==> src/rtl/ppc_pkg.sv <==
package ppc_pkg;

    // widths fixed by the item formats
    localparam int COUNT_WIDTH = 24;
    localparam int OUT_WIDTH   = 24;
    localparam int SUM_WIDTH   = 26;
    localparam int PCT_WIDTH   = 7;
    localparam int INC_WIDTH   = 16;
    localparam int DEPTH_WIDTH = 24;
    localparam int BASE_WIDTH  = 4;
    localparam int PCT_SCALE   = 100;
    localparam int QUEUE_DEPTH = 2;

    // item kinds
    localparam logic KIND_PLACE = 1'b0;
    localparam logic KIND_END   = 1'b1;

    // 4na base codes
    localparam logic [BASE_WIDTH-1:0] BASE_A = 4'h1;
    localparam logic [BASE_WIDTH-1:0] BASE_C = 4'h2;
    localparam logic [BASE_WIDTH-1:0] BASE_G = 4'h4;
    localparam logic [BASE_WIDTH-1:0] BASE_T = 4'h8;

    typedef struct packed {
        logic                   kind;
        logic                   invalid;
        logic                   skip;
        logic                   match;
        logic [BASE_WIDTH-1:0]  read_base;
        logic                   on_reverse;
        logic [INC_WIDTH-1:0]   inserted_count;
        logic [INC_WIDTH-1:0]   deleted_count;
        logic                   first_in_read;
        logic                   last_in_read;
        logic [DEPTH_WIDTH-1:0] depth;
    } t_in_item;

    typedef struct packed {
        logic [OUT_WIDTH-1:0] match_total;
        logic [OUT_WIDTH-1:0] mismatch_a;
        logic [OUT_WIDTH-1:0] mismatch_c;
        logic [OUT_WIDTH-1:0] mismatch_g;
        logic [OUT_WIDTH-1:0] mismatch_t;
        logic [OUT_WIDTH-1:0] inserted_total;
        logic [OUT_WIDTH-1:0] deleted_total;
        logic [PCT_WIDTH-1:0] forward_percent;
        logic [OUT_WIDTH-1:0] starts_total;
        logic [OUT_WIDTH-1:0] ends_total;
        logic [SUM_WIDTH-1:0] mismatch_sum;
        logic                 report_flag;
    } t_out_item;

    // command classes passed from front to back
    typedef enum logic {
        OP_PLACE,
        OP_END
    } t_op;

    typedef struct packed {
        t_op                    op;
        logic                   inc_match;
        logic [3:0]             inc_mis;
        logic                   on_reverse;
        logic [INC_WIDTH-1:0]   ins;
        logic [INC_WIDTH-1:0]   del;
        logic                   start;
        logic                   stop;
        logic [DEPTH_WIDTH-1:0] depth;
    } t_cmd;

endpackage

==> src/rtl/ppc_chan_if.sv <==
interface ppc_chan_if #(
    parameter type t_payload = logic
) ();
    logic     valid;
    logic     ready;
    t_payload payload;

    modport source (output valid, output payload, input ready);
    modport sink   (input valid, input payload, output ready);
endinterface

==> src/rtl/pileup_position_counter.sv <==
// placements: one request a cycle sustained unless an end waits at the queue head;
// counted after passing the queue. end of position: result from a snapshot, product
// stage, then a 7-step restoring divide for the forward percentage
// one end-of-position result is in flight at a time; placements keep counting
// meanwhile, and a following end waits until the pending result is taken
// reset (synchronous, active low) clears all counters, the queue and the threshold
module pileup_position_counter #(
    parameter int COUNT_WIDTH = ppc_pkg::COUNT_WIDTH
) (
    input  logic                          i_clk,
    input  logic                          i_rst_n,
    input  logic                          i_cfg_we,
    input  logic [ppc_pkg::PCT_WIDTH-1:0] i_cfg_data,
    ppc_chan_if.sink                      i_in,
    ppc_chan_if.source                    o_out
);

    logic [ppc_pkg::PCT_WIDTH-1:0] r_min_pct;
    logic                          w_push;
    logic                          w_full;
    logic                          w_pop;
    logic                          w_empty;
    ppc_pkg::t_cmd                 w_push_cmd;
    ppc_pkg::t_cmd                 w_head_cmd;

    // threshold register
    always_ff @(posedge i_clk) begin
        if (!i_rst_n) begin
            r_min_pct <= '0;
        end else if (i_cfg_we) begin
            r_min_pct <= i_cfg_data;
        end
    end

    ppc_front u_front (
        .i_in   (i_in),
        .i_full (w_full),
        .o_push (w_push),
        .o_cmd  (w_push_cmd)
    );

    ppc_queue u_queue (
        .i_clk   (i_clk),
        .i_rst_n (i_rst_n),
        .i_push  (w_push),
        .i_cmd   (w_push_cmd),
        .o_full  (w_full),
        .i_pop   (w_pop),
        .o_empty (w_empty),
        .o_cmd   (w_head_cmd)
    );

    ppc_back #(
        .COUNT_WIDTH (COUNT_WIDTH)
    ) u_back (
        .i_clk     (i_clk),
        .i_rst_n   (i_rst_n),
        .i_empty   (w_empty),
        .i_cmd     (w_head_cmd),
        .o_pop     (w_pop),
        .i_min_pct (r_min_pct),
        .o_out     (o_out)
    );

endmodule

==> src/rtl/ppc_front.sv <==
module ppc_front (
    ppc_chan_if.sink        i_in,
    input  logic            i_full,
    output logic            o_push,
    output ppc_pkg::t_cmd   o_cmd
);

    ppc_pkg::t_in_item w_item;
    logic              w_counted;

    assign w_item     = i_in.payload;
    assign i_in.ready = !i_full;

    // invalid placements are taken and dropped here
    assign o_push = i_in.valid && !i_full &&
                    (w_item.kind == ppc_pkg::KIND_END || !w_item.invalid);

    assign w_counted = !w_item.skip;

    // classify the request into a back-end command
    always_comb begin
        o_cmd            = '0;
        o_cmd.op         = (w_item.kind == ppc_pkg::KIND_END) ? ppc_pkg::OP_END
                                                              : ppc_pkg::OP_PLACE;
        o_cmd.inc_match  = w_counted && w_item.match;
        o_cmd.on_reverse = w_item.on_reverse;
        o_cmd.ins        = w_item.inserted_count;
        o_cmd.del        = w_item.deleted_count;
        o_cmd.start      = w_item.first_in_read;
        o_cmd.stop       = w_item.last_in_read;
        o_cmd.depth      = w_item.depth;
        if (w_counted && !w_item.match) begin
            unique case (w_item.read_base)
                ppc_pkg::BASE_A: o_cmd.inc_mis = 4'b0001;
                ppc_pkg::BASE_C: o_cmd.inc_mis = 4'b0010;
                ppc_pkg::BASE_G: o_cmd.inc_mis = 4'b0100;
                ppc_pkg::BASE_T: o_cmd.inc_mis = 4'b1000;
                default:         o_cmd.inc_mis = 4'b0000;
            endcase
        end
    end

endmodule

==> src/rtl/ppc_queue.sv <==
module ppc_queue (
    input  logic          i_clk,
    input  logic          i_rst_n,
    input  logic          i_push,
    input  ppc_pkg::t_cmd i_cmd,
    output logic          o_full,
    input  logic          i_pop,
    output logic          o_empty,
    output ppc_pkg::t_cmd o_cmd
);

    localparam int AW = (ppc_pkg::QUEUE_DEPTH > 1) ? $clog2(ppc_pkg::QUEUE_DEPTH) : 1;

    ppc_pkg::t_cmd  r_mem [ppc_pkg::QUEUE_DEPTH];
    logic [AW-1:0]  r_wr_ptr;
    logic [AW-1:0]  r_rd_ptr;
    logic [AW:0]    r_count;
    logic           w_wr;
    logic           w_rd;

    assign o_full  = (r_count == (AW+1)'(ppc_pkg::QUEUE_DEPTH));
    assign o_empty = (r_count == '0);
    assign o_cmd   = r_mem[r_rd_ptr];
    assign w_wr    = i_push && !o_full;
    assign w_rd    = i_pop && !o_empty;

    // storage
    always_ff @(posedge i_clk) begin
        if (w_wr) begin
            r_mem[r_wr_ptr] <= i_cmd;
        end
    end

    // pointers and fill count
    always_ff @(posedge i_clk) begin
        if (!i_rst_n) begin
            r_wr_ptr <= '0;
            r_rd_ptr <= '0;
            r_count  <= '0;
        end else begin
            if (w_wr) begin
                r_wr_ptr <= (r_wr_ptr == AW'(ppc_pkg::QUEUE_DEPTH - 1)) ? '0
                                                                       : r_wr_ptr + 1'b1;
            end
            if (w_rd) begin
                r_rd_ptr <= (r_rd_ptr == AW'(ppc_pkg::QUEUE_DEPTH - 1)) ? '0
                                                                       : r_rd_ptr + 1'b1;
            end
            if (w_wr && !w_rd) begin
                r_count <= r_count + 1'b1;
            end else if (w_rd && !w_wr) begin
                r_count <= r_count - 1'b1;
            end
        end
    end

endmodule

==> src/rtl/ppc_back.sv <==
module ppc_back #(
    parameter int COUNT_WIDTH = ppc_pkg::COUNT_WIDTH
) (
    input  logic                          i_clk,
    input  logic                          i_rst_n,
    input  logic                          i_empty,
    input  ppc_pkg::t_cmd                 i_cmd,
    output logic                          o_pop,
    input  logic [ppc_pkg::PCT_WIDTH-1:0] i_min_pct,
    ppc_chan_if.source                    o_out
);

    localparam int CW  = COUNT_WIDTH;
    localparam int SW  = ((CW > ppc_pkg::INC_WIDTH) ? CW : ppc_pkg::INC_WIDTH) + 1;
    localparam int MW  = CW + 2;
    localparam int DW  = CW + ppc_pkg::PCT_WIDTH;
    localparam int LW0 = MW + ppc_pkg::PCT_WIDTH;
    localparam int LW1 = ppc_pkg::PCT_WIDTH + ppc_pkg::DEPTH_WIDTH;
    localparam int LW  = (LW0 > LW1) ? LW0 : LW1;
    localparam int PW  = ppc_pkg::PCT_WIDTH;
    localparam int OW  = ppc_pkg::OUT_WIDTH;
    localparam int SPW = $clog2(PW);
    localparam logic [CW-1:0] CNT_MAX = '1;

    typedef enum logic [3:0] {
        E_IDLE = 4'b0001,
        E_PREP = 4'b0010,
        E_DIV  = 4'b0100,
        E_OUT  = 4'b1000
    } t_end_state;

    function automatic logic [CW-1:0] f_sat_add(
        input logic [CW-1:0]                 a,
        input logic [ppc_pkg::INC_WIDTH-1:0] b
    );
        logic [SW-1:0] s;
        s = SW'(a) + SW'(b);
        return (s > SW'(CNT_MAX)) ? CNT_MAX : CW'(s);
    endfunction

    // counters
    logic [CW-1:0] r_match, n_match;
    logic [CW-1:0] r_mis [4];
    logic [CW-1:0] n_mis [4];
    logic [CW-1:0] r_ins, n_ins;
    logic [CW-1:0] r_del, n_del;
    logic [CW-1:0] r_fwd, n_fwd;
    logic [CW-1:0] r_rev, n_rev;
    logic [CW-1:0] r_starts, n_starts;
    logic [CW-1:0] r_ends, n_ends;

    // end-of-position unit
    t_end_state                    r_state;
    ppc_pkg::t_out_item            r_res;
    logic [MW-1:0]                 r_msum;
    logic [CW-1:0]                 r_fwd_snap;
    logic [CW:0]                   r_den;
    logic [ppc_pkg::DEPTH_WIDTH-1:0] r_depth;
    logic [LW-1:0]                 r_lhs;
    logic [LW-1:0]                 r_rhs;
    logic [DW-1:0]                 r_rem;
    logic [DW-1:0]                 r_dsh;
    logic [PW-1:0]                 r_quo;
    logic [SPW-1:0]                r_step;

    logic          w_place;
    logic          w_end;
    logic [MW-1:0] w_msum;
    logic          w_fit;
    logic [PW-1:0] w_quo;

    // placements go every cycle, an end waits for the end unit
    assign o_pop   = !i_empty && (i_cmd.op == ppc_pkg::OP_PLACE || r_state == E_IDLE);
    assign w_place = o_pop && i_cmd.op == ppc_pkg::OP_PLACE;
    assign w_end   = o_pop && i_cmd.op == ppc_pkg::OP_END;

    assign w_msum = MW'(r_mis[0]) + MW'(r_mis[1]) + MW'(r_mis[2]) + MW'(r_mis[3]);

    // counter update
    always_comb begin
        n_match  = r_match;
        n_ins    = r_ins;
        n_del    = r_del;
        n_fwd    = r_fwd;
        n_rev    = r_rev;
        n_starts = r_starts;
        n_ends   = r_ends;
        for (int k = 0; k < 4; k++) begin
            n_mis[k] = r_mis[k];
        end
        if (w_end) begin
            n_match  = '0;
            n_ins    = '0;
            n_del    = '0;
            n_fwd    = '0;
            n_rev    = '0;
            n_starts = '0;
            n_ends   = '0;
            for (int k = 0; k < 4; k++) begin
                n_mis[k] = '0;
            end
        end else if (w_place) begin
            if (i_cmd.inc_match) begin
                n_match = f_sat_add(r_match, ppc_pkg::INC_WIDTH'(1));
            end
            for (int k = 0; k < 4; k++) begin
                if (i_cmd.inc_mis[k]) begin
                    n_mis[k] = f_sat_add(r_mis[k], ppc_pkg::INC_WIDTH'(1));
                end
            end
            if (i_cmd.on_reverse) begin
                n_rev = f_sat_add(r_rev, ppc_pkg::INC_WIDTH'(1));
            end else begin
                n_fwd = f_sat_add(r_fwd, ppc_pkg::INC_WIDTH'(1));
            end
            n_ins = f_sat_add(r_ins, i_cmd.ins);
            n_del = f_sat_add(r_del, i_cmd.del);
            if (i_cmd.start) begin
                n_starts = f_sat_add(r_starts, ppc_pkg::INC_WIDTH'(1));
            end
            if (i_cmd.stop) begin
                n_ends = f_sat_add(r_ends, ppc_pkg::INC_WIDTH'(1));
            end
        end
    end

    always_ff @(posedge i_clk) begin
        if (!i_rst_n) begin
            r_match  <= '0;
            r_ins    <= '0;
            r_del    <= '0;
            r_fwd    <= '0;
            r_rev    <= '0;
            r_starts <= '0;
            r_ends   <= '0;
            for (int k = 0; k < 4; k++) begin
                r_mis[k] <= '0;
            end
        end else begin
            r_match  <= n_match;
            r_ins    <= n_ins;
            r_del    <= n_del;
            r_fwd    <= n_fwd;
            r_rev    <= n_rev;
            r_starts <= n_starts;
            r_ends   <= n_ends;
            for (int k = 0; k < 4; k++) begin
                r_mis[k] <= n_mis[k];
            end
        end
    end

    // one restoring divide step
    assign w_fit = (r_rem >= r_dsh);
    always_comb begin
        w_quo = r_quo;
        if (w_fit) begin
            w_quo[r_step] = 1'b1;
        end
    end

    // end unit state
    always_ff @(posedge i_clk) begin
        if (!i_rst_n) begin
            r_state <= E_IDLE;
        end else begin
            unique case (r_state)
                E_IDLE: if (w_end) r_state <= E_PREP;
                E_PREP: r_state <= E_DIV;
                E_DIV:  if (r_step == '0) r_state <= E_OUT;
                E_OUT:  if (o_out.ready) r_state <= E_IDLE;
                default: r_state <= E_IDLE;
            endcase
        end
    end

    // end unit datapath
    always_ff @(posedge i_clk) begin
        unique case (r_state)
            E_IDLE: begin
                if (w_end) begin
                    r_res.match_total    <= OW'(r_match);
                    r_res.mismatch_a     <= OW'(r_mis[0]);
                    r_res.mismatch_c     <= OW'(r_mis[1]);
                    r_res.mismatch_g     <= OW'(r_mis[2]);
                    r_res.mismatch_t     <= OW'(r_mis[3]);
                    r_res.inserted_total <= OW'(r_ins);
                    r_res.deleted_total  <= OW'(r_del);
                    r_res.starts_total   <= OW'(r_starts);
                    r_res.ends_total     <= OW'(r_ends);
                    r_res.mismatch_sum   <= ppc_pkg::SUM_WIDTH'(w_msum);
                    r_msum               <= w_msum;
                    r_fwd_snap           <= r_fwd;
                    r_den                <= (CW+1)'(r_fwd) + (CW+1)'(r_rev);
                    r_depth              <= i_cmd.depth;
                end
            end
            E_PREP: begin
                r_lhs  <= LW'(r_msum) * LW'(ppc_pkg::PCT_SCALE);
                r_rhs  <= LW'(i_min_pct) * LW'(r_depth);
                r_rem  <= DW'(r_fwd_snap) * DW'(ppc_pkg::PCT_SCALE);
                r_dsh  <= DW'(r_den) << (PW - 1);
                r_quo  <= '0;
                r_step <= SPW'(PW - 1);
            end
            E_DIV: begin
                if (w_fit) begin
                    r_rem <= r_rem - r_dsh;
                end
                r_dsh  <= r_dsh >> 1;
                r_quo  <= w_quo;
                r_step <= r_step - 1'b1;
                if (r_step == '0) begin
                    r_res.forward_percent <= (r_den == '0) ? '0 : w_quo;
                    r_res.report_flag     <= (r_depth != '0) && (r_lhs >= r_rhs);
                end
            end
            E_OUT: begin
            end
            default: begin
            end
        endcase
    end

    assign o_out.valid   = (r_state == E_OUT);
    assign o_out.payload = r_res;

endmodule

==> src/flat_wrapper.sv <==
// flat-port wrapper written by rule: the top's interface ports become plain ports
module pileup_position_counter_flat import ppc_pkg::*;
#(
    parameter int COUNT_WIDTH = ppc_pkg::COUNT_WIDTH
)
  (i_clk, i_rst_n, i_cfg_we, i_cfg_data, i_in_valid, i_in_payload, i_in_ready, o_out_valid, o_out_payload, o_out_ready);
  ppc_chan_if #(.t_payload(t_in_item)) i_in_i ();
  ppc_chan_if #(.t_payload(t_out_item)) o_out_i ();
  input  logic i_clk;
  input  logic i_rst_n;
  input  logic i_cfg_we;
  input  logic [ppc_pkg::PCT_WIDTH-1:0] i_cfg_data;
  input wire logic [$bits(i_in_i.valid)-1:0] i_in_valid;
  input wire logic [$bits(i_in_i.payload)-1:0] i_in_payload;
  output wire logic [$bits(i_in_i.ready)-1:0] i_in_ready;
  output wire logic [$bits(o_out_i.valid)-1:0] o_out_valid;
  output wire logic [$bits(o_out_i.payload)-1:0] o_out_payload;
  input wire logic [$bits(o_out_i.ready)-1:0] o_out_ready;
  assign i_in_i.valid = i_in_valid;
  assign i_in_i.payload = i_in_payload;
  assign i_in_ready = i_in_i.ready;
  assign o_out_valid = o_out_i.valid;
  assign o_out_payload = o_out_i.payload;
  assign o_out_i.ready = o_out_ready;
  pileup_position_counter #(.COUNT_WIDTH(COUNT_WIDTH)) u_core (.i_clk(i_clk), .i_rst_n(i_rst_n), .i_cfg_we(i_cfg_we), .i_cfg_data(i_cfg_data), .i_in(i_in_i), .o_out(o_out_i));
endmodule
==> config.mk <==
export PLATFORM = sky130hd
export DESIGN_NAME = pileup_position_counter_flat
export DESIGN_NICKNAME = d
export VERILOG_FILES = /design/src/rtl/ppc_pkg.sv /design/src/rtl/ppc_chan_if.sv /design/src/rtl/pileup_position_counter.sv /design/src/rtl/ppc_front.sv /design/src/rtl/ppc_queue.sv /design/src/rtl/ppc_back.sv /design/src/flat_wrapper.sv
export SDC_FILE = /design/constraint.sdc
export NUM_CORES = 2
export LEC_CHECK = 0
export ABC_AREA = 0
export BUFFER_PORTS_ARGS = -buffer_cell sky130_fd_sc_hd__clkbuf_2
export CAP_MARGIN = 20
export CORE_MARGIN = 2
export CORE_UTILIZATION = 32
export DETAILED_ROUTE_END_ITERATION = 10
export SLEW_MARGIN = 20
export SYNTH_ARGS = -nofsm -noshare
export SYNTH_HDL_FRONTEND = slang
export SYNTH_HIERARCHICAL = 1
export SYNTH_SLANG_ARGS = --single-unit
==> constraint.sdc <==
create_clock -name i_clk -period 22.1 [get_ports i_clk]
set_input_delay 1.105 -clock i_clk [delete_from_list [all_inputs] [get_ports i_clk]]
set_output_delay 1.105 -clock i_clk [all_outputs]
set_load 0.1 [all_outputs]
Word level (Yosys, flattened, before mapping) --
Memories as Yosys holds them, arrays and structs flattened. A register that Yosys moved wholly into a read port is not among the register bits. Index checks and enable logic that the tools add are counted. Widths: inputs -> output; s select.
Word-level totals: bits in registers 640, RAM bits 226, bits of input ports 79, output and inout bits 252, logic and storage cells 179, memories 2
Memories:
- u_core.u_queue.r_mem | depth 2, bits a word 65, rd ports 1, clocked after memory_dff 1, wr ports 1, RTL line ppc_queue.sv:14 | ppc_pkg::t_cmd r_mem [ppc_pkg::QUEUE_DEPTH];
- u_core.u_back.r_mis | depth 4, bits a word 24, rd ports 4, clocked after memory_dff 0, wr ports 4, RTL line ppc_back.sv:43 | logic [CW-1:0] r_mis [4];
Cells by class: $add $sub $neg 21, multiply operators 3, order comparisons 15, eq/ne operators 13, multiplexer cells 46, bitwise gates (word level) 8, reductions and logical operators 38
Operators with widths (number):
- $mux 24 | 19
- $gt 25x24->1 const B | 11
- $add 24x1->25 const B | 9
- $mux 96 | 2
- $pmux 31 s2 | 2
- $add 24x16->25 | 2
- $add 24x24->25 | 2
- $ge 33x31->1 | 1
- $pmux 4 s4 | 2
- $ge 31x31->1 | 1
- $mul 26x5->31 const B | 1
- $mul 7x24->31 | 1
- $mux 31 | 1
- $sub 31x31->31 | 1
- $mul 24x5->29 const B | 1
- $add 25x24->26 | 1
- $add 26x24->26 | 1
- $logic_not 25->1 | 1
- $reduce_bool 24->1 | 1
- $mux 4 | 4
- $reduce_and 2->1 | 8
- $pmux 7 s2 | 1
- $logic_and 1x1->1 | 13
- $mux 1 | 10
- other kinds (27) | 48

Depth between registers and ports, before layout --
depth in word-level cells 9, gate-level depth with buffers 21, depth with buffers taken out 20

Hierarchy --
The synthesis kept the hierarchy.
By module, submodules not included:
- ppc_back | instances 1, cells an instance 4657, area each 46537.1 µm², sequential area each 19088.3 µm²
- ppc_queue | instances 1, cells an instance 227, area each 4917.2 µm², sequential area each 4003.8 µm²
- ppc_front | instances 1, cells an instance 70, area each 545.5 µm², sequential area each 0.0 µm²
- pileup_position_counter | instances 1, cells an instance 22, area each 265.3 µm², sequential area each 140.1 µm²

Least setup slack after synthesis --
Ideal clock, no wire load.
path kind reg-to-reg, from register (tool-made name), to register u_core.u_back.r_res (netlist bit u_core/u_back/o_out.payload[100]), enable pin, setup time 665 ps, arrival 6902 ps, setup slack 14532 ps, stages on the path, launching flop included 5, clock period less this slack 7568 ps, path through dfxtp_1 > buf_2 > mux2_2 > nand2_1 > inv_1
RTL lines:
- to (decl) | RTL line ppc_back.sv:54 | ppc_pkg::t_out_item r_res;

Worst setup path in the final report --
from register u_core/r_min_pct[4] (netlist bit), to register u_core.u_back.r_rhs[29], data pin
On the way: longest elaborated chain between the ends 1
Ends and longest elaborated chain:
- from (decl) | RTL line pileup_position_counter.sv:18 | logic [ppc_pkg::PCT_WIDTH-1:0] r_min_pct;
- from (signal assigned) | RTL line pileup_position_counter.sv:31 | r_min_pct <= i_cfg_data;
- $mul 7x24->31 | RTL line ppc_back.sv:200 | r_rhs <= LW'(i_min_pct) * LW'(r_depth);
- to (signal assigned) | RTL line ppc_back.sv:200
- to (decl) | RTL line ppc_back.sv:60 | logic [LW-1:0] r_rhs;
Every way passes these cells. A chain may end at the register's enable or synchronous reset.

==> results.sh <==
export IMPL_status="complete, no violations"
export IMPL_hpwlAfterDp_um=104000
export IMPL_pin_count=331
export IMPL_tightestPinTransition_ns=1.13
export IMPL_max_freq_mhz=164
export IMPL_drv_slew=0
export IMPL_tns_ns=0
export IMPL_synth_cell_types=106
export IMPL_detail_route_wl_per_cell_um=19.1
export IMPL_reg2reg_setup_slack_ns=16.02
export IMPL_grt_pass1_wl_um=220000
export IMPL_core_area_mm2=0.162
export IMPL_syn_avg_cell_area_um2=10.5
export IMPL_grt_pass1_vias=37474
export IMPL_timing_hold_ws_ns=0.467
export IMPL_netlist_instances=4976
export IMPL_diodes=0
export IMPL_routed_wl_um=142000
export IMPL_yosys_warnings=6
export IMPL_syn_area_mm2=0.0523
export IMPL_cts_repair_resized=0
export IMPL_clock_path_buffers=3
export IMPL_cts_tree="built"
export IMPL_track_usage=0.167
export IMPL_rows=148
export IMPL_start_util=0.322
export IMPL_worstSetupEndpointType="register"
export IMPL_cts_buffers=101
export IMPL_die_x_um=408
export IMPL_final_common_cell="edfxtp_1"
export IMPL_pre_cts_slack_ns=16.07
export IMPL_hold_path_class="reg2reg"
export IMPL_path_max_fanout=25
export IMPL_p_int_mw=4.07
export IMPL_peakVddDrop_mv=0.111
export IMPL_htree_levels=3
export IMPL_rsz0062_at_grt="false"
export IMPL_final_min_clock_period_ns=6.08
export IMPL_die_h_um=408
export IMPL_first_pass_iters=6
export IMPL_start_kind="register"
export IMPL_skew_ns=0.0599
export IMPL_ys_ff_latch=867
export IMPL_async_flop_share=0
export IMPL_holdBufCountCts=0
export IMPL_hold_violations=0
export IMPL_arrival_ns=6.53
export IMPL_die_area_mm2=0.167
export IMPL_cts_root_buffer="clkbuf_16"
export IMPL_setup_violations=0
export IMPL_clk_pin_slew_ns=0.06
export IMPL_num_vias=38207
export IMPL_ys_seq_area_frac=0.445
export IMPL_clock_sinks=867
export IMPL_p_clk_frac=0.238
export IMPL_yosys_most_used_dff="edfxtp_1"
export IMPL_power_switching_mw=3.09
export IMPL_layout_drive_gt1_share=0.124
export IMPL_drv_cap=0
export IMPL_drtIter0Drc=3079
export IMPL_setup_ws_ns=16.02
export IMPL_io_buffers=330
export IMPL_grt_overflow_total=0
export IMPL_syn_nets=5627
export IMPL_drc=0
export IMPL_combPwrFrac=0.433
export IMPL_cellLeakagePower_nw=23.6
export IMPL_seq_power_share=0.329
export IMPL_clk_insertion_delay_late_ns=0.77
export IMPL_gp_routability_congestion=0.875
export IMPL_cp_required_ns=22.55
export IMPL_antenna_found_initial=5
export IMPL_post_drt_via_cell_ratio=5.12
export IMPL_slew_headroom=0.248
export IMPL_crit_type="reg2reg"
export IMPL_fin_nets=5848
export IMPL_grt_max_degree=151
export IMPL_min_period_over_period=0.275
export IMPL_ant_nets=0
export IMPL_layout_common_cells="587 x edfxtp_1, 431 x inv_1, 371 x ha_1, 346 x a21oi_1, 330 x clkbuf_2"
export IMPL_cts_setup_buffers=0
export IMPL_synth_edf_count=587
export IMPL_synthToLayoutAreaGrowth_pct=13.0
export IMPL_sw_frac_of_total=0.432
export IMPL_p_per_area_mw_per_mm2=121
through the flow:
stage | instances | power, mW | util | cell area [um2]
after CTS | 7458 | 7.24 | 0.364 | 59000
after floorplan | 4976 | 4.79 | - | 52300
after detailed placement | 7268 | 5.49 | 0.342 | 55600
after global routing | 7459 | 7.64 | 0.364 | 59100
final | 7459 | 7.16 | 0.364 | 59100
after global placement | 7268 | 5.46 | 0.342 | 55600
power groups by stage:
stage          registers, mW  logic [mW]  clock network, mW
2_1_floorplan           3.04        1.75                  0
3_3_place_gp            2.39        3.07                  0
3_5_place_dp            2.39        3.11                  0
4_1_cts                 2.36        3.13               1.76
5_1_grt                 2.39        3.43               1.82
6_report                2.36        3.10               1.70
layout make-up:
class / instances / area [um2]
Timing Repair Buffer: 350 / 1840
Multi-Input combinational cell: 3443 / 26200
Fill cell: 16173 / 103000
Tap cell: 2175 / 2720
Inverter: 434 / 1640
Sequential cell: 867 / 23200
Clock inverter: 63 / 698
Clock buffer: 127 / 2730
cells in the mapped netlist (9+ instances only):
| cell type | count | share of area |
|---|---|---|
| nand3b_1 | 9 | 0.0013 |
| o21bai_1 | 17 | 0.0024 |
| o21a_1 | 46 | 0.0066 |
| a311oi_1 | 54 | 0.0090 |
| xor2_1 | 81 | 0.014 |
| o31ai_1 | 11 | 0.0016 |
| nor3_1 | 109 | 0.010 |
| nand2b_1 | 47 | 0.0056 |
| a41oi_1 | 19 | 0.0032 |
| and2_1 | 154 | 0.018 |
| nor4b_1 | 12 | 0.0020 |
| a31oi_1 | 75 | 0.0090 |
| ha_1 | 371 | 0.089 |
| nor3b_1 | 15 | 0.0022 |
| nand3_1 | 131 | 0.013 |
| a21o_1 | 99 | 0.014 |
| a21boi_0 | 10 | 0.0014 |
| nor2_1 | 313 | 0.022 |
| a21oi_1 | 346 | 0.033 |
| dfxtp_1 | 280 | 0.11 |
| nor2b_1 | 46 | 0.0055 |
| nor4_1 | 34 | 0.0041 |
| o21ai_0 | 271 | 0.026 |
| and4_1 | 32 | 0.0054 |
| and3_1 | 69 | 0.0083 |
| or4_1 | 10 | 0.0014 |
| a211o_1 | 14 | 0.0023 |
| o22ai_1 | 12 | 0.0014 |
| mux2i_1 | 14 | 0.0027 |
| mux2_2 | 65 | 0.014 |
| edfxtp_1 | 587 | 0.34 |
| or3_1 | 18 | 0.0022 |
| nand2_1 | 290 | 0.021 |
| clkbuf_1 | 120 | 0.0086 |
| fa_1 | 201 | 0.077 |
| a211oi_1 | 49 | 0.0070 |
| o2111ai_1 | 11 | 0.0018 |
| nand4_1 | 85 | 0.010 |
| o31a_1 | 10 | 0.0017 |
| buf_4 | 66 | 0.0095 |
| inv_1 | 433 | 0.031 |
| o21ai_1 | 15 | 0.0014 |
| xnor2_1 | 130 | 0.022 |
| buf_2 | 31 | 0.0030 |
critical path: stages (launching register included):
cell and delay, ns:
dfxtp_1 0.92, and2_1 0.25, fa_1 0.45, fa_1 0.54, fa_1 0.55, inv_1 0.05
fa_1 0.53, inv_1 0.04, ha_1 0.37, a222oi_1 0.29, nor4b_1 0.27, a22oi_1 0.10
a21oi_1 0.34, o311a_1 0.26, o21ai_0 0.18, o31a_1 0.30, o21a_1 0.17, nor2_1 0.11
xnor2_1 0.08
routing by layer:
layer	GRT usage	routed length, um
met5	0	13
met4	0.0464	3430
met3	0.0433	9840
met2	0.274	66300
met1	0.218	62600
flip-flops by register name, summed over array words and instances (netlist names), 24 cells and up, named ones only:
register                     flops
u_core/u_back/r_fwd_snap        24
u_core/u_back/r_rhs             31
u_core/u_back/r_ends            24
u_core/u_queue/r_mem           130
u_core/u_back/r_rem             31
u_core/u_back/r_fwd             24
u_core/u_back/r_ins             24
u_core/u_back/r_den             25
u_core/u_back/r_match           24
u_core/u_back/r_rev             24
u_core/u_back/r_lhs             31
u_core/u_back/r_starts          24
u_core/u_back/r_msum            26
u_core/u_back/o_out.payload    224
u_core/u_back/r_del             24
u_core/u_back/r_dsh             31
u_core/u_back/r_depth           24
u_core/u_back/r_mis             96
final timing paths:
kind	startpoint	end	cells past startpoint
setup / recovery	u_core/r_min_pct[4]	u_core/u_back/r_rhs[29]	18
hold / removal	u_core/u_back/r_del[12]	u_core/u_back/o_out.payload[94]	0
setup reg to reg	u_core/r_min_pct[4]	u_core/u_back/r_rhs[29]	18
hold reg to reg	u_core/u_back/r_del[12]	u_core/u_back/o_out.payload[94]	0
cells by family (layout without fill, tap and decap cells):
family	Yosys count	count (layout)	share of synthesized area
simple gates	1434	1434	0.144
compound gates	1147	1147	0.139
flops	867	867	0.445
buf+inv	666	974	0.0545
fa+ha+maj	572	572	0.166
xor+xnor	211	211	0.0354
mux	79	79	0.0167
Note: power is estimated with default switching activity, not from simulation.
